$ cat src/idw_ram.sv
module idw_ram #(
	parameter int WIDTH = 8,
	parameter int DEPTH = 64,
	parameter int AW    = $clog2(DEPTH)
) (
	input  logic             clk,
	input  logic             we,
	input  logic [AW-1:0]    waddr,
	input  logic [WIDTH-1:0] wdata,
	input  logic [AW-1:0]    raddr,
	output logic [WIDTH-1:0] rdata
);
	logic [WIDTH-1:0] mem [DEPTH];

	always_ff @(posedge clk) begin
		if (we) begin
			mem[waddr] <= wdata;
		end
		rdata <= mem[raddr];
	end
endmodule

$ cat config.mk
export PLATFORM = sky130hd
export DESIGN_NAME = idw_ram
export DESIGN_NICKNAME = d
export VERILOG_FILES = /design/src/idw_ram.sv
export SDC_FILE = /design/constraint.sdc
export NUM_CORES = 1
export LEC_CHECK = 0
export BUFFER_PORTS_ARGS = -buffer_cell sky130_fd_sc_hd__buf_2
export CAP_MARGIN = 0
export CORE_MARGIN = 1.5
export CORE_UTILIZATION = 25
export DETAILED_ROUTE_END_ITERATION = 10
export GPL_ROUTABILITY_DRIVEN = 1
export PLACE_DENSITY = 0.43
export SKIP_LAST_GASP = 1
export SYNTH_ARGS = -nofsm -noshare
export SYNTH_HDL_FRONTEND = slang
export SYNTH_SLANG_ARGS = --single-unit
$ cat constraint.sdc
create_clock -name clk -period 3 [get_ports clk]
set_input_delay 0.3 -clock clk [delete_from_list [all_inputs] [get_ports clk]]
set_output_delay 0.3 -clock clk [all_outputs]
set_load 0.01 [all_outputs]
## Word level (Yosys, flattened, before mapping)

Memory sizes are Yosys's and may differ from the RTL's. A register that Yosys moved wholly into a read port is not among the register bits.
Cells that the tools add are included.

| storage, ports and cells | value |
|---|---|
| bits in registers | 0 |
| bits in latches | 0 |
| RAM bits | 512 |
| ROM bits | 0 |
| input port bits | 22 |
| output and inout port bits | 8 |
| logic and storage cells | 3 |
| memories | 1 |

Memories:

| name | words | width | read ports | clocked after memory_dff | wr ports | RTL line | text |
|---|---|---|---|---|---|---|---|
| mem | 64 | 8 | 1 | 1 | 1 | 13 | `logic [WIDTH-1:0] mem [DEPTH];` |

| cells by class | value |
|---|---|
| add/sub/neg operators | 0 |
| multiply operators | 0 |
| divide/modulo/power cells | 0 |
| magnitude comparators | 0 |
| equal/unequal tests | 0 |
| shift-type cells | 0 |
| mux-type cells | 2 |
| bitwise logic cells | 0 |
| reductions and logical operators | 0 |

Operators by type and width:

| operator | count |
|---|---|
| $mux 1 | 2 |

## Longest topological paths before layout

| logic depth | value |
|---|---|
| depth in word-level cells | 2 |
| mapped depth | 9 |
| depth with buffers taken out | 5 |

## Least setup slack after synthesis

No wires, ideal clock.

| timing | value |
|---|---|
| path kind | input port to flip-flop |
| from | input raddr[1] |
| to | register rdata[3] (read register of mem) |
| library setup time | 0.128 ns |
| data arrival time | 1.840 ns |
| data required time | 2.872 ns |
| path slack | 1.032 ns |
| stages on the path | 7 |
| path buffers | 3 |
| path through | buf_4 buf_2 buf_2 mux4_2 mux4_2 o21ai_1 o41ai_1 |

RTL lines:

| element | RTL line | text |
|---|---|---|
| from (decl) | 10 | `input logic [AW-1:0] raddr,` |
| to (decl) | 11 | `output logic [WIDTH-1:0] rdata` |

==> flow_summary.toml <==
[power]
irDropWorstVdd_mv = 0.350
seqPwrFrac = 0.542
pwr-share-comb = 0.054
power_leakage_nw = 7.39
p_int_mw = 11.7
power_density_mw_per_mm2 = 629
clkPwrFrac = 0.405
p_total_mw = 14.9
swShare = 0.213
switchingPower_mw = 3.18

[synthesis]
synth_edf_count = 512
avgSynthCellArea_um2 = 21.5
synth_flop_cell = "edfxtp_1"
synth_top_family_by_area = "multiplexers"
yosys.area_share.simple = 0.0339
ys_warn_count = 0
synth_compound_area_frac = 0.0207
synth_seq_cells = 520
async_flop_share = 0
synthMuxAreaShare = 0.159
synth_xor_area_frac = 0
synth-adder-area-share = 0
synth_fp_nets = 962
synth_seq_area_share = 0.770
syn_inst = 940
netlist_area_mm2 = 0.0202
yosysUniqueCellTypes = 40

[status]
run_status = "completed"

[sta]
relSlewSlack = 0.242
finalHoldViolations = 0
fmax_ghz = 0.444
worstMarginPinSlew_ps = 1140
post-route-period-util = 0.751
clock_skew_ps = 15.0
tns_ps = 0
finalSetupViolations = 0
worst_slack_ps = 747
period_needed_ps = 2250
hold_slack_ps = 81.0
final_max_slew_viol_count = 0
rsz0062_at_grt = "false"

[grt]
grt_pass1_wl_mm = 75.6
grt_max_degree = 65
antenna_found_initial = 7
overflow = 0
track_usage = 0.128
grt_pass1_vias = 10200

[worst_setup_path]
startpoint = "mem[21][4]"
path_max_fanout = 1
arrival_ps = 2700
reg2regPathDepth = 5
reg2reg_to = "rdata[4]"
start_kind = "flop"
worstReg2RegStart = "mem[21][4]"
reg2reg_slack_ps = 750
path_class = "reg2reg"
required_ps = 3450
end_kind = "flop"

[clock_tree]
holdBufCountCts = 0
tritoncts = "yes"
root_buffer = "clkbuf_16"
clock_sink_count = 520
cts_resized = 0
clock_path_buffers = 3
cts_buffers = 53
post-cts-setup-buffers = 0
h-tree-depth = 2
clk_pin_slew_ps = 60
clkLatencyLatePin_ps = 590

[worst_hold_path]
holdPathEnd = "mem[36][4]"
worstHoldStart = "wdata[4]"
holdPathStages = 1
min_path_type = "in2reg"

[routing]
drc = 0
first_pass_iters = 5
drt_iter0_drc = 876
routed_wl_mm = 51.9
detail-route-antenna-nets = 0
num_vias = 9724
wire_per_inst_um = 24.0
vias_per_cell = 4.49

[place]
dpl_worst_slack_ps = 189
dp.cells = 2074
port_buffers = 29
postPlaceCellArea_mm2 = 0.0222
dp_hpwl_mm = 33.5
gp_congestion = 0.806

[floorplan]
coreArea_mm2 = 0.0794
initial_core_util = 0.254
die-area_mm2 = 0.0824
die_y_um = 287
num_rows = 103
io_pins = 30
fp.dieW_um = 287

[layout]
drive_above_1_share = 0.303
layout_commonest_cell = "edfxtp_1"
postLayoutCoreUtil = 0.299
syn2layout_area_growth_pct = 17.7
stdcell_count = 2166
nets = 1101
mostFrequentLayoutCells = "edfxtp_1, mux4_2, buf_4"
final_cell_area_mm2 = 0.0237

[flow_run]
cap_violations = 0
==> cells in the mapped netlist (3+ instances only) <==
cell       number  area [um2]
mux2_2         13         146
buf_6           4        45.0
o22ai_1         8        50.1
nor3_1          7        35.0
mux4_2        126        2840
nand3_1        13        65.1
nand2b_1        7        43.8
o2111ai_1       3        26.3
a21oi_1         3        15.0
nand2_1        19        71.3
nand3b_1        3        22.5
o2bb2ai_1       3        26.3
a22oi_1         3        22.5
mux2i_1        23         230
dfxtp_1         8         160
nor2_1         83         312
edfxtp_1      512       15400
clkbuf_1       17        63.8
o221ai_1        8        70.1
nor2b_1        14        87.6
a211oi_1        4        30.0
buf_4          13        97.6
buf_2          11        55.1
buf_1           4        15.0
a221oi_1        6        52.6
==> cell type report <==
cell class                 count  area (um2)
clock buffer                  71        1390
sequential                   520       15500
timing repair buffer         135        1040
fill                        7831       55600
tap                         1050        1310
antenna                        2        5.00
clock inverter                19         134
multi-input combinational    369        4320
==> state kept, by name, indices dropped and copies added, names as in the netlist <==
name   count
mem      512
rdata      8
==> cells by family after synthesis <==
kind of cell,after synthesis
flops,520
mux,162
buf+inv,51
simple gates,153
compound gates,54
==> per-layer routing <==
| layer | wire length, um | GRT usage | vias to the layer above |
|---|---|---|---|
| met2 | 23800 | 0.200 | 222 |
| met5 | 9 | 0 | - |
| met1 | 24700 | 0.184 | 5231 |
| met4 | 959 | 0.0324 | 2 |
| met3 | 2420 | 0.0228 | 70 |
| li1 | - | - | 4199 |
==> worst max-delay path by stage <==
stage                           to  slack, ps  cells after the start
after global placement    rdata[4]        210                      7
after floorplan           rdata[3]       1030                      7
after global routing      rdata[4]        700                      7
final                     rdata[4]        750                      5
after detailed placement  rdata[4]        190                      7
after CTS                 rdata[4]        790                      5
==> power by group through the flow <==
| stage | registers, mW | clock network [mW] | logic (mW) |
|---|---|---|---|
| global route | 8.08 | 6.49 | 0.865 |
| finish | 8.08 | 6.04 | 0.800 |
| global placement | 8.23 | 0 | 0.815 |
| floorplan | 8.21 | 0 | 0.429 |
| CTS | 8.08 | 6.21 | 0.825 |
| detailed placement | 8.23 | 0 | 0.823 |
==> critical path: stages, from the launching register on <==
cell	delay, ps
edfxtp_1	370
mux4_2	490
mux2_2	290
o221a_2	270
nor3_1	530
o32ai_1	160
Power figures use the tool's default switching activity.
