===== src/idw_pkg.sv =====
package idw_pkg;

	localparam int MAX_POINTS = 64;
	localparam int PT_W       = $clog2(MAX_POINTS);
	localparam int CNT_W      = 7;
	localparam int COORD_W    = 24;
	localparam int TEMP_W     = 16;
	localparam int POW_W      = 4;
	localparam int W_FRAC     = 20;
	localparam int WT_W       = W_FRAC + 1;
	localparam int SQ_W       = 2 * COORD_W;
	localparam int D2_W       = SQ_W + 1;
	localparam int REM_W      = D2_W + 1;
	localparam int WSUM_W     = WT_W + PT_W;
	localparam int PROD_W     = WT_W + 1 + TEMP_W;
	localparam int VSUM_W     = PROD_W + PT_W - 1;
	localparam int NUM_W      = VSUM_W + 2;
	localparam int ROOT_IN_W  = 2 * WT_W;
	localparam int STEP_W     = 6;
	localparam int RATIO_STEPS = W_FRAC;

	localparam logic [WT_W-1:0]  W_ONE = WT_W'(1) << W_FRAC;
	localparam logic [CNT_W-1:0] CNT_MAX = CNT_W'(MAX_POINTS);

	typedef enum logic [1:0] {
		REG_POWER = 2'd0,
		REG_COUNT = 2'd1
	} reg_idx_t;

	typedef enum logic {
		ACT_LOAD  = 1'b0,
		ACT_QUERY = 1'b1
	} action_t;

	typedef struct packed {
		logic                      action;
		logic [5:0]                slot;
		logic signed [COORD_W-1:0] pos_x;
		logic signed [COORD_W-1:0] pos_y;
		logic signed [TEMP_W-1:0]  temp_in;
		logic                      temp_valid;
		logic                      cell_valid;
	} in_item_t;

	typedef struct packed {
		logic signed [TEMP_W-1:0] temp_out;
		logic                     out_valid;
	} out_item_t;

	typedef struct packed {
		logic                      ok;
		logic signed [TEMP_W-1:0]  temp;
		logic signed [COORD_W-1:0] y;
		logic signed [COORD_W-1:0] x;
	} ref_entry_t;

	localparam int ENTRY_W = $bits(ref_entry_t);

	typedef enum logic [3:0] {
		S_IDLE,
		S_RD,
		S_DAT,
		S_SQ,
		S_NEXT,
		S_RATIO,
		S_WGT,
		S_ROOT,
		S_POW,
		S_ACC,
		S_FIN,
		S_QUO,
		S_EMIT
	} idw_state_t;

endpackage


===== src/idw_sqrt.sv =====
module idw_sqrt (
	input  logic                           clk,
	input  logic                           arst_n,
	input  logic                           start,
	input  logic [idw_pkg::ROOT_IN_W-1:0]  val,
	output logic                           done,
	output logic [idw_pkg::WT_W-1:0]       root
);
	import idw_pkg::*;

	localparam int RW = WT_W + 3;

	logic [ROOT_IN_W-1:0] val_q;
	logic [RW-1:0]        rem_q;
	logic [WT_W-1:0]      root_q;
	logic [4:0]           cnt_q;
	logic                 busy_q;
	logic                 done_q;
	logic [RW-1:0]        rem_sh;
	logic [RW-1:0]        trial;
	logic                 fits;

	// two radicand bits a step, one root bit out
	assign rem_sh = {rem_q[RW-3:0], val_q[ROOT_IN_W-1 -: 2]};
	assign trial  = RW'({root_q, 2'b01});
	assign fits   = rem_sh >= trial;

	always_ff @(posedge clk or negedge arst_n) begin
		if (!arst_n) begin
			busy_q <= 1'b0;
			done_q <= 1'b0;
			cnt_q  <= '0;
		end else begin
			done_q <= 1'b0;
			if (start) begin
				busy_q <= 1'b1;
				cnt_q  <= 5'(WT_W);
			end else if (busy_q) begin
				cnt_q <= cnt_q - 1'b1;
				if (cnt_q == 5'd1) begin
					busy_q <= 1'b0;
					done_q <= 1'b1;
				end
			end
		end
	end

	always_ff @(posedge clk) begin
		if (start) begin
			val_q  <= val;
			rem_q  <= '0;
			root_q <= '0;
		end else if (busy_q) begin
			val_q  <= {val_q[ROOT_IN_W-3:0], 2'b00};
			rem_q  <= fits ? rem_sh - trial : rem_sh;
			root_q <= {root_q[WT_W-2:0], fits};
		end
	end

	assign done = done_q;
	assign root = root_q;

	assert property (@(posedge clk) disable iff (!arst_n) start |-> !busy_q)
		else $error("root unit started while busy");
	assert property (@(posedge clk) disable iff (!arst_n) done_q |-> $past(busy_q))
		else $error("root unit done without work");
endmodule


===== config.mk =====
export PLATFORM = sky130hd
export DESIGN_NAME = idw_sqrt
export DESIGN_NICKNAME = d
export VERILOG_FILES = /design/src/idw_pkg.sv /design/src/idw_sqrt.sv
export SDC_FILE = /design/constraint.sdc
export NUM_CORES = 1
export LEC_CHECK = 0
export BUFFER_PORTS_ARGS = -buffer_cell sky130_fd_sc_hd__buf_2
export CORE_ASPECT_RATIO = 1.5
export CORE_MARGIN = 2
export CORE_UTILIZATION = 58
export DETAILED_ROUTE_END_ITERATION = 8
export MAX_ROUTING_LAYER = met4
export PLACE_DENSITY_LB_ADDON = 0.05
export SLEW_MARGIN = 20
export SYNTH_ARGS = -nofsm -noshare
export SYNTH_HDL_FRONTEND = slang
export SYNTH_SLANG_ARGS = --single-unit

===== constraint.sdc =====
create_clock -name clk -period 3.25 [get_ports clk]
set_clock_uncertainty 0.2 [all_clocks]
set_input_delay 0.4875 -clock clk [delete_from_list [all_inputs] [get_ports clk]]
set_output_delay 0.4875 -clock clk [all_outputs]
set_load 0.01 [all_outputs]

Yosys cells after proc, flatten, opt, wreduce, memory -nomap -nowiden
Index checks and enable logic that the tools add are counted.

operators by class
  add/sub/neg operators = 2
  multiplexer cells = 11
  magnitude comparators = 1
  equality and inequality tests = 1
  reduce and logical (&&, ||, !) cells = 1

operators with widths
  cell                                               number
  two-way mux 42 bit                                 2
  greater-or-equal comparator 24 x 23 -> 1 bit       1
  two-way mux 22 bit                                 1
  subtractor 22 bit                                  1
  two-way mux 5 bit                                  2
  two-way mux 1 bit                                  6
  == test 5 x 1 -> 1 bit (second input constant)     1
  subtractor 5 x 1 -> 5 bit (second input constant)  1
  nonzero test 2 bit                                 1

storage, ports and cells
  register bits = 92
  input bits = 45
  output and inout bits = 22
  logic and storage cells = 22

Longest topological paths before layout
Gate-level depths: netlist (run 1).

  depth in word-level cells = 4
  mapped depth = 12

Worst setup path after synthesis (run 1)
No wires, ideal clock.

  path kind = register -> register
  start point = register root_q[12], in the netlist root[12]
  end point = register rem_q[13]
  setup time = 0.088 ns
  clock period less this slack = 2.829 ns
  slack = 0.421 ns
  data required time = 2.962 ns
  data arrival time = 2.541 ns
  cell stages (with the launch flop) = 12
  cell sequence = dfxtp_1 > inv_1 > ha_1 > buf_2 > nand3_1 > or3_4 > o31ai_4 > or4_1 > buf_6 > nand2_4 > or3_1 > a311oi_2

between the ends
  longest elaborated chain between the ends = 2

ends and longest elaborated chain
  element                                       RTL line        source
  from (decl)                                   idw_sqrt.sv:15  logic [WT_W-1:0] root_q;
  from (signal assigned)                        idw_sqrt.sv:56  root_q <= {root_q[WT_W-2:0], fits};
  greater-or-equal comparator 24 x 23 -> 1 bit  idw_sqrt.sv:26  assign fits = rem_sh >= trial;
  two-way mux 22 bit                            idw_sqrt.sv:55  rem_q <= fits ? rem_sh - trial : rem_sh;
  to (signal assigned)                          idw_sqrt.sv:55
  to (decl)                                     idw_sqrt.sv:14  logic [RW-1:0] rem_q;

Every way passes these cells.
A chain may end at the register's enable or synchronous reset.

Final worst setup path (run 1)
  start point = register root_q[13], in the netlist root[13]
  end point = register rem_q[13]

Same word-level chain as after synthesis.

==> results of run 1 <==
-- critical path, cell delays in order, from the launching register on --
cell and delay [ps]:
dfxtp_1 370, inv_1 60, ha_1 420, nand3_1 200
or3_4 420, o31ai_4 300, or4_4 210, nand2_4 130
or3_1 410, a311oi_2 250
-- cell families after synthesis --
family,count (synthesis),share of synthesized area [%]
XOR/XNOR,16,2.73
AO/OA/AOI/OAI,108,14.7
adder cells (fa/ha/maj),25,6.09
AND/OR/NAND/NOR,129,12.3
flip-flops,92,44.7
buffers and inverters,59,4.70
multiplexers,71,14.8
-- cell type report --
cell class | instances | area [um2]
inverters | 34 | 128
flip-flops and latches | 92 | 2300
multi-input cells | 349 | 2600
clock inverters | 6 | 46.3
well taps | 110 | 138
clock buffers | 10 | 229
fillers | 729 | 2850
repair buffers | 78 | 435
-- routing by layer --
metal	track usage, %	wire [um]	vias to the layer above
met3	4.32	423	31
li1	-	-	1951
met2	41.1	5660	96
met5	-	0	-
met1	27.6	4410	1842
met4	11.4	292	0
-- flip-flops by register name (all words and copies together) (netlist names) --
signal / cells
val_q: 42
rem_q: 22
root: 21
cnt_q: 5
busy_q: 1
done: 1
-- timing repair --
item | in CTS | in global routing
gates resized for setup | 0 | 1
endpoints found under the hold margin | 7 | 0
setup endpoints to repair | 0 | 5
hold buffers | 1 | 0
buffers inserted | 0 | 4
-- final timing paths --
kind                                             start                     end  slack (ps)
worst max-delay path             root[13]$_SDFFE_PP0P_  rem_q[13]$_SDFFE_PP0P_         180
worst min-delay path                            val[0]  val_q[0]$_SDFFCE_PN0P_         230
worst max register to register   root[13]$_SDFFE_PP0P_  rem_q[13]$_SDFFE_PP0P_         180
worst min register to register  rem_q[20]$_SDFFE_PP0P_  rem_q[20]$_SDFFE_PP0P_         270
max in group asynchronous                       arst_n        busy_q$_DFF_PN0_        2380
min in group asynchronous                       arst_n          done$_DFF_PN0_         300
-- power groups by stage --
stage          clock [W]  combinational (W)  sequential (W)
3_3_place_gp           0            0.00244         0.00152
4_1_cts         0.000994            0.00251         0.00150
6_report        0.000976            0.00269         0.00150
5_1_grt          0.00103            0.00297         0.00152
2_1_floorplan          0            0.00206         0.00149
3_5_place_dp           0            0.00249         0.00153
-- cells in the mapped netlist (7+ instances only) --
master	n	area, um2
nor2_1	48	180
ha_1	25	313
a211oi_1	7	52.6
xnor2_1	11	96.3
edfxtp_1	42	1260
nor3_1	8	40.0
inv_1	34	128
o21ai_0	20	100
a21o_1	12	90.1
a21oi_1	23	115
dfrtp_1	7	175
nand3_1	9	45.0
dfxtp_1	43	861
mux2_2	41	462
mux2i_1	30	300
nand2_1	30	113
clkbuf_1	13	48.8
-- per-stage QoR --
step | power (W) | hold slack, ps | util [%] | area [um2] | setup slack [ps]
final | 0.00517 | 231 | 67.4 | 5880 | 179
after global routing | 0.00552 | 240 | 67.4 | 5880 | 31.5
after CTS | 0.00501 | 227 | 66.8 | 5830 | 78.3
after detailed placement | 0.00402 | 131 | 63.6 | 5540 | 104
after global placement | 0.00396 | 129 | 63.6 | 5540 | 250
after floorplan | 0.00355 | -8.09 | - | 5140 | 421
==> impl_metrics.py, run 1 <==
metrics = {
    "layout": {
        "syn_to_final_growth_pct": 14.4,
        "fin_cells": 679,
        "final_cell_mix": "buf_2 (66), nor2_1 (48), dfxtp_1 (43), edfxtp_1 (42), mux2_2 (41)",
        "finalNetCount": 634,
        "diodes": 0,
        "drive_gt1_share_pct": 25.7,
        "final_common_cell": "buf_2",
    },
    "global_routing": {
        "grt_first_pass_wirelength_mm": 17.8,
        "grt_overflow": 0,
        "track_usage_pct": 24.4,
        "grt_max_degree": 43,
        "grt_antenna_before_repair": 0,
        "grt_pass1_vias": 4044,
    },
    "drt": {
        "drt_iter0_drc": 216,
        "drc_errors": 0,
        "vias": 3920,
        "ant_nets": 0,
        "routed_wl_mm": 10.8,
        "wl_per_cell_um": 15.9,
        "first_pass_iters": 4,
        "vias_per_cell": 5.77,
    },
    "critical_path": {
        "crit_path_start_kind": "register",
        "reg2regPathDepth": 9,
        "endpoint_kind": "register",
        "path_max_fanout": 13,
        "required_ps": 3300,
        "arrival_ps": 3120,
        "crit_type": "reg -> reg",
    },
    "power": {
        "power_leakage_nw": 2.62,
        "sequentialPowerShare_pct": 29.1,
        "power_density_nw_per_um2": 880,
        "p_switching_w": 0.00204,
        "combPwrFrac_pct": 52.0,
        "ir_worst_vdd_mv": 0.521,
        "p_clk_share_pct": 18.9,
        "p_int_w": 0.00313,
        "sw_frac_of_total_pct": 39.5,
    },
    "placement": {
        "dp_cells": 658,
        "portBuffers": 66,
        "dp_hpwl_mm": 7.89,
        "gp_congestion": 0.965,
    },
    "logic_synthesis": {
        "synth-seq-area-share_pct": 44.7,
        "synth_seq_cells": 92,
        "synth_cells": 500,
        "syn_area_per_cell_um2": 10.3,
        "synth_cell_types": 68,
        "synthFlopType": "dfxtp_1",
        "ys_warn_count": 0,
        "synth_area_um2": 5140,
        "synth_edf_count": 42,
        "syn-num-nets": 570,
        "synthArstFlopShare_pct": 7.61,
    },
    "hold_path": {
        "hold_depth": 2,
        "hp-class": "in -> reg",
    },
    "flow_run": {
        "maxCapViolCount": 0,
    },
    "clocking": {
        "path_clk_slew_ps": 70,
        "numClockSinks": 92,
        "numCtsBuffers": 9,
        "clockBufferDepth": 2,
        "clock_tree.htree_level_count": 3,
        "clock_latency_ps": 340,
        "root_buffer": "clkbuf_16",
        "cts_tree": "done",
    },
    "sta": {
        "period_needed_ps": 3070,
        "slew_violations": 0,
        "final-setup-viol-count": 0,
        "worstMarginPinSlew_ps": 591,
        "hold_violations": 0,
        "final.setup.tns_ps": 0,
        "timing.slew.headroom_pct": 60.6,
        "rsz0062_at_grt": "false",
        "fmax_ghz": 0.326,
        "period_share_pct": 94.5,
    },
    "floorplan": {
        "die_height_um": 119,
        "die-area_um2": 9640,
        "die_w_um": 80.8,
        "core_area_um2": 8720,
        "pin_count": 67,
        "rows": 42,
        "initial_core_util_pct": 58.9,
    },
    "status": {
        "status": "finished, final reports clean",
    },
}
Note: power is estimated with default switching activity, not from simulation.
==> inputs of run 2 (changes only) <==
CORE_MARGIN = unset   (was 2)
==> run 2 against run 1 <==
Global-route usage increased by 1.5 points. Die area decreased by 4.1%. Sequential power about the same. Wire length increased by 2.3%. Final cell count decreased by 1.2%. Combinational power decreased by 3%. Cell area decreased by 0.26%. Flip-flop and latch count unchanged. Total power decreased by 0.21%. Critical path type unchanged.
==> impl_metrics.py, run 2 (synthesized netlist as in run 1, its figures left out) <==
metrics = {
    "status": {
        "status": "finished, final reports clean",
    },
    "sta": {
        "hold_violations": 0,
        "slew_violations": 0,
        "period_needed_ps": 3140,
        "period_share_pct": 96.8,
        "final-setup-viol-count": 0,
        "worstMarginPinSlew_ps": 888,
        "setup_ws_ps": 105,
        "rsz0062_at_grt": "true",
        "fmax_ghz": 0.318,
        "timing.slew.headroom_pct": 40.8,
        "fin_hold_ws_ps": 226,
        "final.setup.tns_ps": 0,
    },
    "clocking": {
        "numClockSinks": 92,
        "clock_tree.htree_level_count": 3,
        "path_clk_slew_ps": 70,
        "cts_tree": "done",
        "root_buffer": "clkbuf_16",
        "clock_latency_ps": 350,
        "numCtsBuffers": 9,
        "clockBufferDepth": 2,
    },
    "drt": {
        "vias": 3862,
        "wl_per_cell_um": 16.4,
        "drc_errors": 0,
        "first_pass_iters": 4,
        "routed_wl_mm": 11.0,
        "vias_per_cell": 5.76,
        "ant_nets": 0,
        "drt_iter0_drc": 257,
    },
    "global_routing": {
        "grt_first_pass_wirelength_mm": 17.6,
        "grt_antenna_before_repair": 0,
        "grt_max_degree": 82,
        "grt_pass1_vias": 3822,
        "grt_overflow": 0,
        "track_usage_pct": 25.9,
    },
    "layout": {
        "final_common_cell": "buf_2",
        "final_cell_mix": "buf_2 (66), nor2_1 (47), dfxtp_1 (43), edfxtp_1 (42), mux2_2 (41)",
        "n_fill_cell": 705,
        "largest_reg_flops": 42,
        "finalNetCount": 629,
        "post-route-util_pct": 68.8,
        "regMostFlops": "val_q",
        "drive_gt1_share_pct": 25.5,
        "diodes": 0,
        "syn_to_final_growth_pct": 14.1,
    },
    "floorplan": {
        "rows": 41,
        "die_w_um": 78.8,
        "core_area_um2": 8520,
        "die_height_um": 117,
        "initial_core_util_pct": 60.3,
        "pin_count": 67,
        "die-area_um2": 9240,
    },
    "critical_path": {
        "crit_chain": "inv_1 -> ha_1 -> nand3_2 -> or3_4 -> o31ai_4 -> or4_1 -> nand2_4 -> or3_1 -> a311oi_2",
        "crit_path_start_kind": "register",
        "path_delay_family": "simple AND/OR/NAND/NOR gates",
        "path_max_fanout": 13,
        "max_stage_delay_ps": 430,
        "crit_type": "reg -> reg",
        "required_ps": 3310,
        "arrival_ps": 3200,
        "crit_buf_inv": 1,
        "endpoint_kind": "register",
        "critPathSlowestCell": "or3_4",
    },
    "power": {
        "total_power_w": 0.00516,
        "power_density_nw_per_um2": 880,
        "power_leakage_nw": 2.60,
        "ir_worst_vdd_mv": 0.515,
    },
    "hold_path": {
        "hp-class": "in -> reg",
    },
    "placement": {
        "gp_congestion": 0.934,
        "place_ws_ps": 123,
        "portBuffers": 66,
        "dp_hpwl_mm": 7.87,
    },
    "flow_run": {
        "maxCapViolCount": 0,
    },
}
## run 2: changes by cell type in the layout (fill, tap and decap cells not counted), sizes merged
cell	change
buf	-5
bufinv	+1
clkinv	+1
clkinvlp	-1
inv	-1
## run 2: worst register-to-register path, stage by stage (launching register included)
cell      delay (ps)
dfxtp_1          370
inv_1             60
ha_1             410
nand3_2          150
or3_4            430
o31ai_4          310
or4_1            300
nand2_4          180
or3_1            410
a311oi_2         230
## run 2: per-stage QoR
stage	instances	area (um2)
2_1_floorplan	500	5140
3_3_place_gp	653	5540
3_5_place_dp	653	5540
4_1_cts	670	5840
5_1_grt	671	5860
6_report	671	5860
## run 2: layer usage
layer / vias to the layer above / track usage [%] / routed length (um)
li1: 1928 / - / -
met1: 1812 / 27.1 / 4390
met2: 90 / 47.1 / 5890
met3: 32 / 3.41 / 375
met4: 0 / 13.7 / 380
met5: - / - / 0
## run 2: path summary, 6_finish.rpt
path / endpoint / slack, ps / cells after the start / start
max reg2reg: rem_q[13]$_SDFFE_PP0P_ / 110 / 9 / root[10]$_SDFFE_PP0P_
min: val_q[1]$_SDFFCE_PN0P_ / 230 / 2 / val[1]
max in group asynchronous: busy_q$_DFF_PN0_ / 2380 / 2 / arst_n
min reg2reg: rem_q[0]$_SDFFE_PP0P_ / 270 / 2 / rem_q[0]$_SDFFE_PP0P_
min in group asynchronous: cnt_q[1]$_DFFE_PN0P_ / 300 / 2 / arst_n
max: rem_q[13]$_SDFFE_PP0P_ / 110 / 9 / root[10]$_SDFFE_PP0P_
## run 2: final cells by class
cell class | instances | area (um2) | share of cell area [%]
Multi-Input combinational cell | 349 | 2610 | 44.5
Sequential cell | 92 | 2300 | 39.2
Timing Repair Buffer | 73 | 398 | 6.79
Clock buffer | 10 | 229 | 3.91
Tap cell | 107 | 134 | 2.28
Inverter | 34 | 128 | 2.18
Clock inverter | 6 | 63.8 | 1.09
## run 2: what timing repair did
item | 4_1_cts | 5_1_grt
setup endpoints to repair | 0 | 10
endpoints found under the hold margin | 7 | 0
setup buffers | 0 | 1
hold buffers | 1 | 0
gates resized for setup | 0 | 4
## run 2: power breakdown
part,internal [W],switching [W]
Sequential,0.00139,0.000108
Clock,0.000597,0.000464
Combinational,0.00112,0.00148
Total,0.00311,0.00205
