`src/idw_pkg.sv`:
```
package idw_pkg;

	localparam int MAX_POINTS = 64;
	localparam int PT_W       = $clog2(MAX_POINTS);
	localparam int CNT_W      = 7;
	localparam int COORD_W    = 24;
	localparam int TEMP_W     = 16;
	localparam int POW_W      = 4;
	localparam int W_FRAC     = 20;
	localparam int WT_W       = W_FRAC + 1;
	localparam int SQ_W       = 2 * COORD_W;
	localparam int D2_W       = SQ_W + 1;
	localparam int REM_W      = D2_W + 1;
	localparam int WSUM_W     = WT_W + PT_W;
	localparam int PROD_W     = WT_W + 1 + TEMP_W;
	localparam int VSUM_W     = PROD_W + PT_W - 1;
	localparam int NUM_W      = VSUM_W + 2;
	localparam int ROOT_IN_W  = 2 * WT_W;
	localparam int STEP_W     = 6;
	localparam int RATIO_STEPS = W_FRAC;

	localparam logic [WT_W-1:0]  W_ONE = WT_W'(1) << W_FRAC;
	localparam logic [CNT_W-1:0] CNT_MAX = CNT_W'(MAX_POINTS);

	typedef enum logic [1:0] {
		REG_POWER = 2'd0,
		REG_COUNT = 2'd1
	} reg_idx_t;

	typedef enum logic {
		ACT_LOAD  = 1'b0,
		ACT_QUERY = 1'b1
	} action_t;

	typedef struct packed {
		logic                      action;
		logic [5:0]                slot;
		logic signed [COORD_W-1:0] pos_x;
		logic signed [COORD_W-1:0] pos_y;
		logic signed [TEMP_W-1:0]  temp_in;
		logic                      temp_valid;
		logic                      cell_valid;
	} in_item_t;

	typedef struct packed {
		logic signed [TEMP_W-1:0] temp_out;
		logic                     out_valid;
	} out_item_t;

	typedef struct packed {
		logic                      ok;
		logic signed [TEMP_W-1:0]  temp;
		logic signed [COORD_W-1:0] y;
		logic signed [COORD_W-1:0] x;
	} ref_entry_t;

	localparam int ENTRY_W = $bits(ref_entry_t);

	typedef enum logic [3:0] {
		S_IDLE,
		S_RD,
		S_DAT,
		S_SQ,
		S_NEXT,
		S_RATIO,
		S_WGT,
		S_ROOT,
		S_POW,
		S_ACC,
		S_FIN,
		S_QUO,
		S_EMIT
	} idw_state_t;

endpackage

```
`src/idw_div.sv`:
```
module idw_div (
	input  logic                        clk,
	input  logic                        arst_n,
	input  logic                        start,
	input  logic [idw_pkg::D2_W-1:0]    den,
	input  logic [idw_pkg::REM_W-1:0]   rem0,
	input  logic [idw_pkg::NUM_W-1:0]   num,
	input  logic [idw_pkg::STEP_W-1:0]  steps,
	output logic                        done,
	output logic [idw_pkg::WT_W-1:0]    quot
);
	import idw_pkg::*;

	logic [REM_W-1:0]  rem_q;
	logic [NUM_W-1:0]  num_q;
	logic [D2_W-1:0]   den_q;
	logic [STEP_W-1:0] cnt_q;
	logic              busy_q;
	logic              done_q;
	logic [WT_W-1:0]   quot_q;
	logic [REM_W-1:0]  rem_sh;
	logic              fits;

	// one quotient bit a cycle, remainder shifted left with the next dividend bit
	assign rem_sh = {rem_q[REM_W-2:0], num_q[NUM_W-1]};
	assign fits   = rem_sh >= REM_W'(den_q);

	always_ff @(posedge clk or negedge arst_n) begin
		if (!arst_n) begin
			busy_q <= 1'b0;
			done_q <= 1'b0;
			cnt_q  <= '0;
		end else begin
			done_q <= 1'b0;
			if (start) begin
				busy_q <= 1'b1;
				cnt_q  <= steps;
			end else if (busy_q) begin
				cnt_q <= cnt_q - 1'b1;
				if (cnt_q == STEP_W'(1)) begin
					busy_q <= 1'b0;
					done_q <= 1'b1;
				end
			end
		end
	end

	always_ff @(posedge clk) begin
		if (start) begin
			rem_q  <= rem0;
			num_q  <= num;
			den_q  <= den;
			quot_q <= '0;
		end else if (busy_q) begin
			rem_q  <= fits ? rem_sh - REM_W'(den_q) : rem_sh;
			num_q  <= {num_q[NUM_W-2:0], 1'b0};
			quot_q <= {quot_q[WT_W-2:0], fits};
		end
	end

	assign done = done_q;
	assign quot = quot_q;

	assert property (@(posedge clk) disable iff (!arst_n) start |-> !busy_q)
		else $error("divider started while busy");
	assert property (@(posedge clk) disable iff (!arst_n) done_q |-> !busy_q)
		else $error("divider done while still busy");
endmodule

```
`config.mk`:
```
export PLATFORM = sky130hd
export DESIGN_NAME = idw_div
export DESIGN_NICKNAME = d
export VERILOG_FILES = /design/src/idw_pkg.sv /design/src/idw_div.sv
export SDC_FILE = /design/constraint.sdc
export NUM_CORES = 1
export LEC_CHECK = 0
export BUFFER_PORTS_ARGS = -buffer_cell sky130_fd_sc_hd__clkbuf_2
export CAP_MARGIN = 25
export CORE_ASPECT_RATIO = 1.5
export CORE_MARGIN = 2
export CORE_UTILIZATION = 57
export DETAILED_ROUTE_END_ITERATION = 8
export PLACE_DENSITY_LB_ADDON = 0.3
export SLEW_MARGIN = 20
export SYNTH_ARGS = -nofsm -noshare
export SYNTH_HDL_FRONTEND = slang
export SYNTH_SLANG_ARGS = --single-unit
```
`constraint.sdc`:
```
create_clock -name clk -period 4.7 [get_ports clk]
set_input_delay 0.235 -clock clk [delete_from_list [all_inputs] [get_ports clk]]
set_output_delay 0.235 -clock clk [all_outputs]
set_load 0.05 [all_outputs]
```
# Word-level counts from Yosys, hierarchy flattened
# Cells that the tools add are included.
# op_classes
add_sub_neg	2
mul	0
div_mod_pow	0
order_cmp	1
n_eq_ne	1
shifts	0
muxes	13
bitwise_logic	0
n_reduce_logical	1
# op_table
operator	count
$mux 49	3
$mux 45	2
$ge 50x49->1	1
$sub 49x49->49	1
$mux 6	2
$eq 6x1->1 const B	1
$mux 1	6
$sub 6x1->6 const B	1
$reduce_bool 2->1	1
# word_totals
reg_bits	172
latchBits	0
ramBits	0
romBits	0
output_inout_bits	22
elab_cells	25
memories	0

# Depth between registers and ports, before layout
# Gate-level depths: netlist of run 1.
# logic_depth
depth_word	4
mapped_depth	16
mapped_depth_nobuf	14

# Worst setup path after synthesis of run 1
# OpenSTA, ideal clock, no wires.
# synth_timing
kind	reg-to-reg
from	register busy_q
to	register num_q[0], enable pin
t_arrival_ns	3.028
slack_ns	1.224
stages_incl_launch_ff	5
path_buffers	2
synth_period_minus_slack_ns	3.476
path_cell_list	dfrtp_1 > clkbuf_1 > clkbuf_1 > nor2_1 > inv_1
# synth_between
elab_chain_len	1
# synth_lines
item	line	text
start: declaration	idw_div.sv:18	logic busy_q;
start signal: assignment	idw_div.sv:30	busy_q <= 1'b0;
start signal: assignment	idw_div.sv:36	busy_q <= 1'b1;
start signal: assignment	idw_div.sv:41	busy_q <= 1'b0;
$reduce_bool 2->1 (no source line)	-	
end signal: assignment	idw_div.sv:51	num_q <= num;
end signal: assignment	idw_div.sv:56	num_q <= {num_q[NUM_W-2:0], 1'b0};
end: declaration	idw_div.sv:15	logic [NUM_W-1:0] num_q;
# Every way passes these cells.
# A chain may end at the register's enable or synchronous reset.

# Worst setup path in the final report of run 1
# layout_timing
from	register num_q[44]
to	register rem_q[12] (data pin)
# layout_between
elab_chain_len	4
# layout_lines
item	line	text
$sub 49x49->49 / $ge 50x49->1 (equally long branches)	idw_div.sv:55, idw_div.sv:26	
$mux 49 *	idw_div.sv:55	rem_q <= fits ? rem_sh - REM_W'(den_q) : rem_sh;
$mux 49 *	idw_div.sv:54	end else if (busy_q) begin
$mux 49 *	idw_div.sv:49	if (start) begin
end signal: assignment	idw_div.sv:50	rem_q <= rem0;
end signal: assignment	idw_div.sv:55	
end: declaration	idw_div.sv:14	logic [REM_W-1:0] rem_q;
# Mark *: on every way between the ends. The rest lies on a longest branch, timed or not. The select of a mux whose other input is x is not followed.

==> results of run 1 <==
-- cell usage after synthesis, types with 8 or more instances --
| cell | number |
|---|---|
| mux2i_1 | 34 |
| xor2_1 | 13 |
| nand2_1 | 85 |
| dfrtp_1 | 8 |
| clkbuf_1 | 30 |
| buf_2 | 8 |
| a21oi_1 | 77 |
| a2bb2oi_1 | 8 |
| and2_1 | 9 |
| nand4_1 | 17 |
| xnor2_1 | 34 |
| inv_1 | 68 |
| a21o_1 | 16 |
| o211ai_1 | 8 |
| a31oi_1 | 26 |
| mux2_2 | 47 |
| nand3_1 | 11 |
| ha_1 | 51 |
| edfxtp_1 | 143 |
| nor3_1 | 18 |
| nor2_1 | 87 |
| dfxtp_1 | 21 |
| o21ai_0 | 48 |
-- area by class of cell --
type	count	area, µm²	share of cell area
flip-flops and latches	172	4910	0.403
clock buffers	18	429	0.0352
multi-input cells	689	4710	0.386
inverters	69	260	0.0214
well taps	213	267	0.0219
repair buffers	233	1460	0.120
clock inverters	14	150	0.0123
-- power by group through the flow --
stage	clock (mW)	sequential, mW	combinational, mW
floorplan	0	2.25	2.77
global placement	0	2.27	3.49
detailed placement	0	2.27	3.54
CTS	1.41	2.25	3.60
global route	1.46	2.29	4.00
finish	1.38	2.26	3.63
-- worst max-delay path by stage --
stage,startpoint,to,slack (ps)
floorplan,busy_q$_DFF_PN0_,num_q[0]$_SDFFCE_PN0P_,1220
global placement,num_q[44]$_DFFE_PP_,rem_q[12]$_DFFE_PP_,990
detailed placement,num_q[44]$_DFFE_PP_,rem_q[12]$_DFFE_PP_,920
CTS,num_q[44]$_DFFE_PP_,rem_q[12]$_DFFE_PP_,900
global route,num_q[44]$_DFFE_PP_,rem_q[12]$_DFFE_PP_,640
finish,num_q[44]$_DFFE_PP_,rem_q[12]$_DFFE_PP_,910
-- worst register-to-register path, stage by stage, from the launching register on --
cell and delay, ps:
edfxtp_1 390, inv_1 70, ha_1 160, inv_1 60
fa_1 400, a21oi_1 270, o21ai_1 140, o2111ai_1 200
nand4_1 210, nand2_2 120, a21oi_4 80, a21oi_4 310
or2_1 470, buf_4 270, nor3_1 70, a311o_1 340
-- layout by cell type (no fill, tap or decap), types with 9 or more instances in the layout --
| cell type | netlist | final |
|---|---|---|
| clkbuf_16 | 0 | 17 |
| a21o_1 | 16 | 16 |
| o21ai_0 | 48 | 48 |
| dlygate4sd3_1 | 0 | 50 |
| and2_1 | 9 | 9 |
| buf_4 | 3 | 9 |
| a21oi_1 | 77 | 77 |
| xnor2_1 | 34 | 34 |
| a31oi_1 | 26 | 26 |
| mux2i_1 | 34 | 34 |
| ha_1 | 51 | 51 |
| xor2_1 | 13 | 13 |
| nand4_1 | 17 | 17 |
| nand3_1 | 11 | 11 |
| dfxtp_1 | 21 | 21 |
| clkbuf_2 | 0 | 172 |
| edfxtp_1 | 143 | 143 |
| nor3_1 | 18 | 18 |
| mux2_2 | 47 | 47 |
| inv_1 | 68 | 67 |
| nand2_1 | 85 | 85 |
| nor2_1 | 87 | 87 |
-- routing by layer --
layer  track usage  vias to the layer above  routed length, µm
li1              -                     3984                  -
met1         0.283                     3785               9380
met2         0.437                      289              12100
met3        0.0535                       47               1310
met4         0.113                        0                799
met5             0                        -                  0
-- per-stage QoR --
step                power [mW]  hold WS, ps
floorplan                 5.03        -60.6
global placement          5.76         89.4
detailed placement        5.82         92.9
CTS                       7.26         3.17
global route              7.75         4.94
finish                    7.26         14.5
-- registers in the layout, indices dropped and copies added (netlist names) --
register / count
den_q: 49
cnt_q: 6
quot: 21
rem_q: 49
busy_q: 1
done: 1
num_q: 45
-- logic make-up after synthesis --
logic type	after synthesis	synth area share
mux	81	0.0861
simple gates	273	0.126
compound gates	236	0.148
fa+ha+maj	52	0.0652
buf+inv	116	0.0467
xor+xnor	47	0.0408
flops	172	0.487
==> metrics.cfg, run 1 <==
[yosys]
syn_nets=1182
synth_cell_types=68
synthCells=977
yosys.area.top_type=edfxtp_1
yosys_warnings=0
ys_top_cells_by_area=edfxtp_1, ha_1, mux2_2
netlist_area_um2=10100
syn_avg_cell_area_um2=10.3
async_flop_share=0.0465
yosys.area.top_type_share=0.425
synth_ff_type=edfxtp_1
ys_seq_area_frac=0.487
ys_ff_latch=172
synth_edf_count=143

[final_layout]
drive_above_1_share=0.235
layout.nets=1387
utilization=0.703
num-fill-cells=1331
design_area_um2=12200
final_cells=1408
area.growth.synth_to_final_pct=20.7
n_antenna_cell=0

[critical_path]
slowest_stage=or2_1
crit_buf_inv=3
end_kind=flip-flop
r2r-end=rem_q[12]$_DFFE_PP_
max_stage_delay_ps=460
critical_path_required_ps=4870
reg2regPathDepth=15
crit_path_max_fanout=12
crit_family=compound AO/OA/AOI/OAI gates
start_kind=flip-flop
path_depth=15
r2r-start=num_q[44]$_DFFE_PP_
r2r_slack_ps=910
cp_cell_sequence=inv_1, ha_1, inv_1, fa_1, a21oi_1, o21ai_1, o2111ai_1, nand4_1, nand2_2, a21oi_4, a21oi_4, or2_1, buf_4, nor3_1, a311o_1
crit_type=flip-flop to flip-flop
worstPathArrival_ps=3960

[clocking]
cts.clk_slew.worst_paths_ps=70
cts_tree=built
postCtsHoldBufs=50
htreeDepth=4
clock_latency_ps=420
cts_resized=0
clock-sinks=172
cts_setup_buffers=0
cts_made_buffers=17
cts_root_buf=clkbuf_16
ctsLongestPathBuffers=2

[grt]
grt_pass1_vias=8128
antenna_found_initial=0
grt-ovfl-total=0
grt_pass1_wl_um=37600
grt_usage=0.247
grt_max_degree=101

[placement]
dp_worst_setup_slack_ps=917
place_hpwl_um=16900
gp_congestion=0.982
place_inst=1326
placed_area_um2=11100
port_buffers=173

[timing]
maxSlewViolCount=0
slew_headroom=0.432
fin_skew_ps=9.21
layout_min_cycle_time_ps=3790
max_freq_mhz=264
hold_viol=0
setup_slack_ps=914
tightest_slew_ps=851
timing.final.crit_share=0.806
setup_violations=0
grt_setup_unrepaired=false
fin_setup_tns_ps=0

[power_and_ir_drop]
sw_frac_of_total=0.409
power_switching_mw=2.97
sequentialPowerShare=0.310
power_density_nw_per_um2=596
power.leakage_nw=5.38
clockPowerShare=0.190
p_int_mw=4.29
power_frac_comb=0.499
vdd_drop_max_mv=0.410

[detailed_routing]
viasPerCell=5.76
ant_nets=0
first_pass_iters=7
drc=0
drt-total-wl_um=23600
vias=8105
wire_per_inst_um=16.7
drt_iter0_markers=479

[run_status]
status=finished clean

[job]
drv_cap=0

[hold_path]
min_to=cnt_q[5]$_DFFE_PN0P_
hp-class=primary input to flip-flop
hp-start=steps[5]
min_path_cells=3

[floorplanning]
die_area_um2=18800
core_um2=17300
row_count=59
chipWidth_um=113
die_y_um=167
start_util=0.582
io_pins=175

Note: power is estimated with default switching activity, not from simulation.
==> inputs of run 2 (changes only) <==
- CORE_UTILIZATION: 57 -> 52
- clock period: 4.7 -> 3.1 ns (I/O delays scaled with it)
==> run 2 against run 1 <==
Effect of this change: fmax increased by 23%; flip-flop and latch count unchanged; largest cell class is now multi-input gates; combinational power increased by 100%; final cell count increased by 11%; sequential power increased by 54%; count of clock-buffer cells in the layout increased by 4; worst hold slack got worse by 9.2 ps; first-iteration DRC count decreased by 0.84%; via count increased by 6.9%; largest power group unchanged; final area increased by 12%; core utilization increased by 1.5 points; power increased by 80%.
==> metrics.cfg, run 2 (synthesis gave the netlist of run 1 again) <==
[final_layout]
top_regs=den_q x49, rem_q x49, num_q x45
final_cells=1566  ; +11%
area.growth.synth_to_final_pct=35.7
layout.nets=1502  ; +8.3%
layout_commonest_cell=clkbuf_2
utilization=0.718  ; +0.0152
n_antenna_cell=0  ; unchanged
final_cell_mix=clkbuf_2, edfxtp_1, buf_4
drive_above_1_share=0.337  ; +0.101

[timing]
fin_skew_ps=10.2  ; +0.974 ps
timing.final.crit_share=0.994  ; +0.189
fin_setup_tns_ps=0  ; unchanged
hold_viol=0  ; unchanged
setup_violations=0  ; unchanged
tightest_slew_ps=948  ; +96.6 ps
grt_setup_unrepaired=true
layout_min_cycle_time_ps=3080  ; -705 ps
max_freq_mhz=324  ; +23%
maxSlewViolCount=0  ; unchanged
slew_headroom=0.368  ; -0.0636
setup_slack_ps=18.3  ; -895 ps

[clocking]
ctsLongestPathBuffers=2  ; unchanged
htreeDepth=4  ; unchanged
clock_latency_ps=450  ; +30 ps
cts_root_buf=clkbuf_16
cts_tree=built
cts_made_buffers=17  ; unchanged
clock-sinks=172  ; unchanged
cts.clk_slew.worst_paths_ps=70  ; about the same

[power_and_ir_drop]
p_total_mw=13.1  ; +80%
power.leakage_nw=6.00  ; +12%
power_density_nw_per_um2=957  ; +61%
vdd_drop_max_mv=0.543  ; +32%

[floorplanning]
core_um2=19100  ; +10%
die_y_um=175  ; +4.6%
die_area_um2=20600  ; +9.3%
start_util=0.529  ; -0.0529
io_pins=175  ; unchanged
chipWidth_um=118  ; +4.5%
row_count=62  ; +5.1%

[job]
drv_cap=0  ; unchanged

[hold_path]
hp-class=primary input to flip-flop

[placement]
port_buffers=173  ; unchanged
place_hpwl_um=18900  ; +12%
gp_congestion=0.951  ; -3.1%
dp_worst_setup_slack_ps=-119  ; -1040 ps
place_inst=1447  ; +9.1%

[critical_path]
start_kind=flip-flop
end_kind=flip-flop
crit_path_max_fanout=5  ; -7
crit_type=flip-flop to flip-flop
critical_path_required_ps=3300  ; -1570 ps
worstPathArrival_ps=3280  ; -680 ps

[detailed_routing]
drt_iter0_markers=475  ; -0.84%
wire_per_inst_um=17.6  ; +5.1%
drc=0  ; unchanged
vias=8665  ; +6.9%
viasPerCell=5.53  ; -3.9%
first_pass_iters=6  ; -1
ant_nets=0  ; unchanged
drt-total-wl_um=27500  ; +17%

[grt]
busiest_layer=met2
grt-ovfl-total=0  ; unchanged
grt_usage=0.263  ; +0.0156
grt_pass1_vias=9086  ; +12%
gr-usage-met3=0.0623  ; +0.00884
grt_pass1_wl_um=43000  ; +14%
use_met1=0.287  ; +0.00402
antenna_found_initial=0  ; unchanged
grt_max_degree=82  ; -19%
grtUsageMet2=0.479  ; +0.0423

[run_status]
status=finished clean

==> run 2: timing repair <==
item                       4_1_cts  5_1_grt
gates resized for setup         11       86
setup buffers                    2       16
pin swaps                        5       32
hold buffers                    66        0
setup endpoints to repair       29       50
cloned                           0        3
hold endpoints to repair        73        0
==> run 2: metal layers <==
metal  wire, µm  vias up  part of all wire
li1           -     4201                 -
met1      10600     4087              0.39
met5          0        -                 0
met3       1580       69             0.057
met4       1080        0             0.039
met2      14300      308              0.52
==> run 2: worst max-delay path, stage by stage (launching register included) <==
cell and delay (ps):
edfxtp_1 390, inv_1 80, ha_2 180, inv_2 40
fa_2 380, a21oi_4 180, o21ai_2 90, o2111ai_2 90
buf_4 160, nand4_1 160, nand2_2 130, a21oi_4 80
a21oi_4 150, or2_4 160, buf_6 120, buf_6 120
mux2i_1 230, o21ai_1 110
==> run 2: final timing paths <==
check | from | endpoint | slack, ps | cells past startpoint
min in group asynchronous | arst_n | cnt_q[2]$_DFFE_PN0P_ | 100 | 2
hold reg to reg | quot[0]$_SDFFE_PP0P_ | quot[0]$_SDFFE_PP0P_ | 510 | 2
hold / removal | rem0[38] | rem_q[38]$_DFFE_PP_ | 5 | 3
max in group asynchronous | arst_n | cnt_q[1]$_DFFE_PN0P_ | 2810 | 2
setup reg to reg | num_q[44]$_DFFE_PP_ | rem_q[1]$_DFFE_PP_ | 20 | 17
setup / recovery | num_q[44]$_DFFE_PP_ | rem_q[1]$_DFFE_PP_ | 20 | 17
==> run 2: stage by stage <==
step / area (µm²) / hold slack [ps]
after global routing: 13700 / 9.08
after detailed placement: 11800 / 16.0
after global placement: 11800 / 10.1
after floorplan: 10100 / -141
final: 13700 / 5.33
after CTS: 13100 / 0.309
==> run 2: layout make-up <==
| type | count | area, µm² |
|---|---|---|
| Timing Repair Buffer | 348 | 2460 |
| Tap cell | 256 | 320 |
| Multi-Input combinational cell | 689 | 5140 |
| Clock inverter | 10 | 90.1 |
| Inverter | 69 | 263 |
| Clock buffer | 22 | 507 |
| Fill cell | 1464 | 5380 |
| Sequential cell | 172 | 4910 |
==> run 2: where the power goes <==
group,leakage (nW),total (mW),switching [mW],internal (mW)
registers,1.73,3.48,0.331,3.15
clock network,0.298,2.19,0.999,1.19
logic,3.97,7.43,3.90,3.53
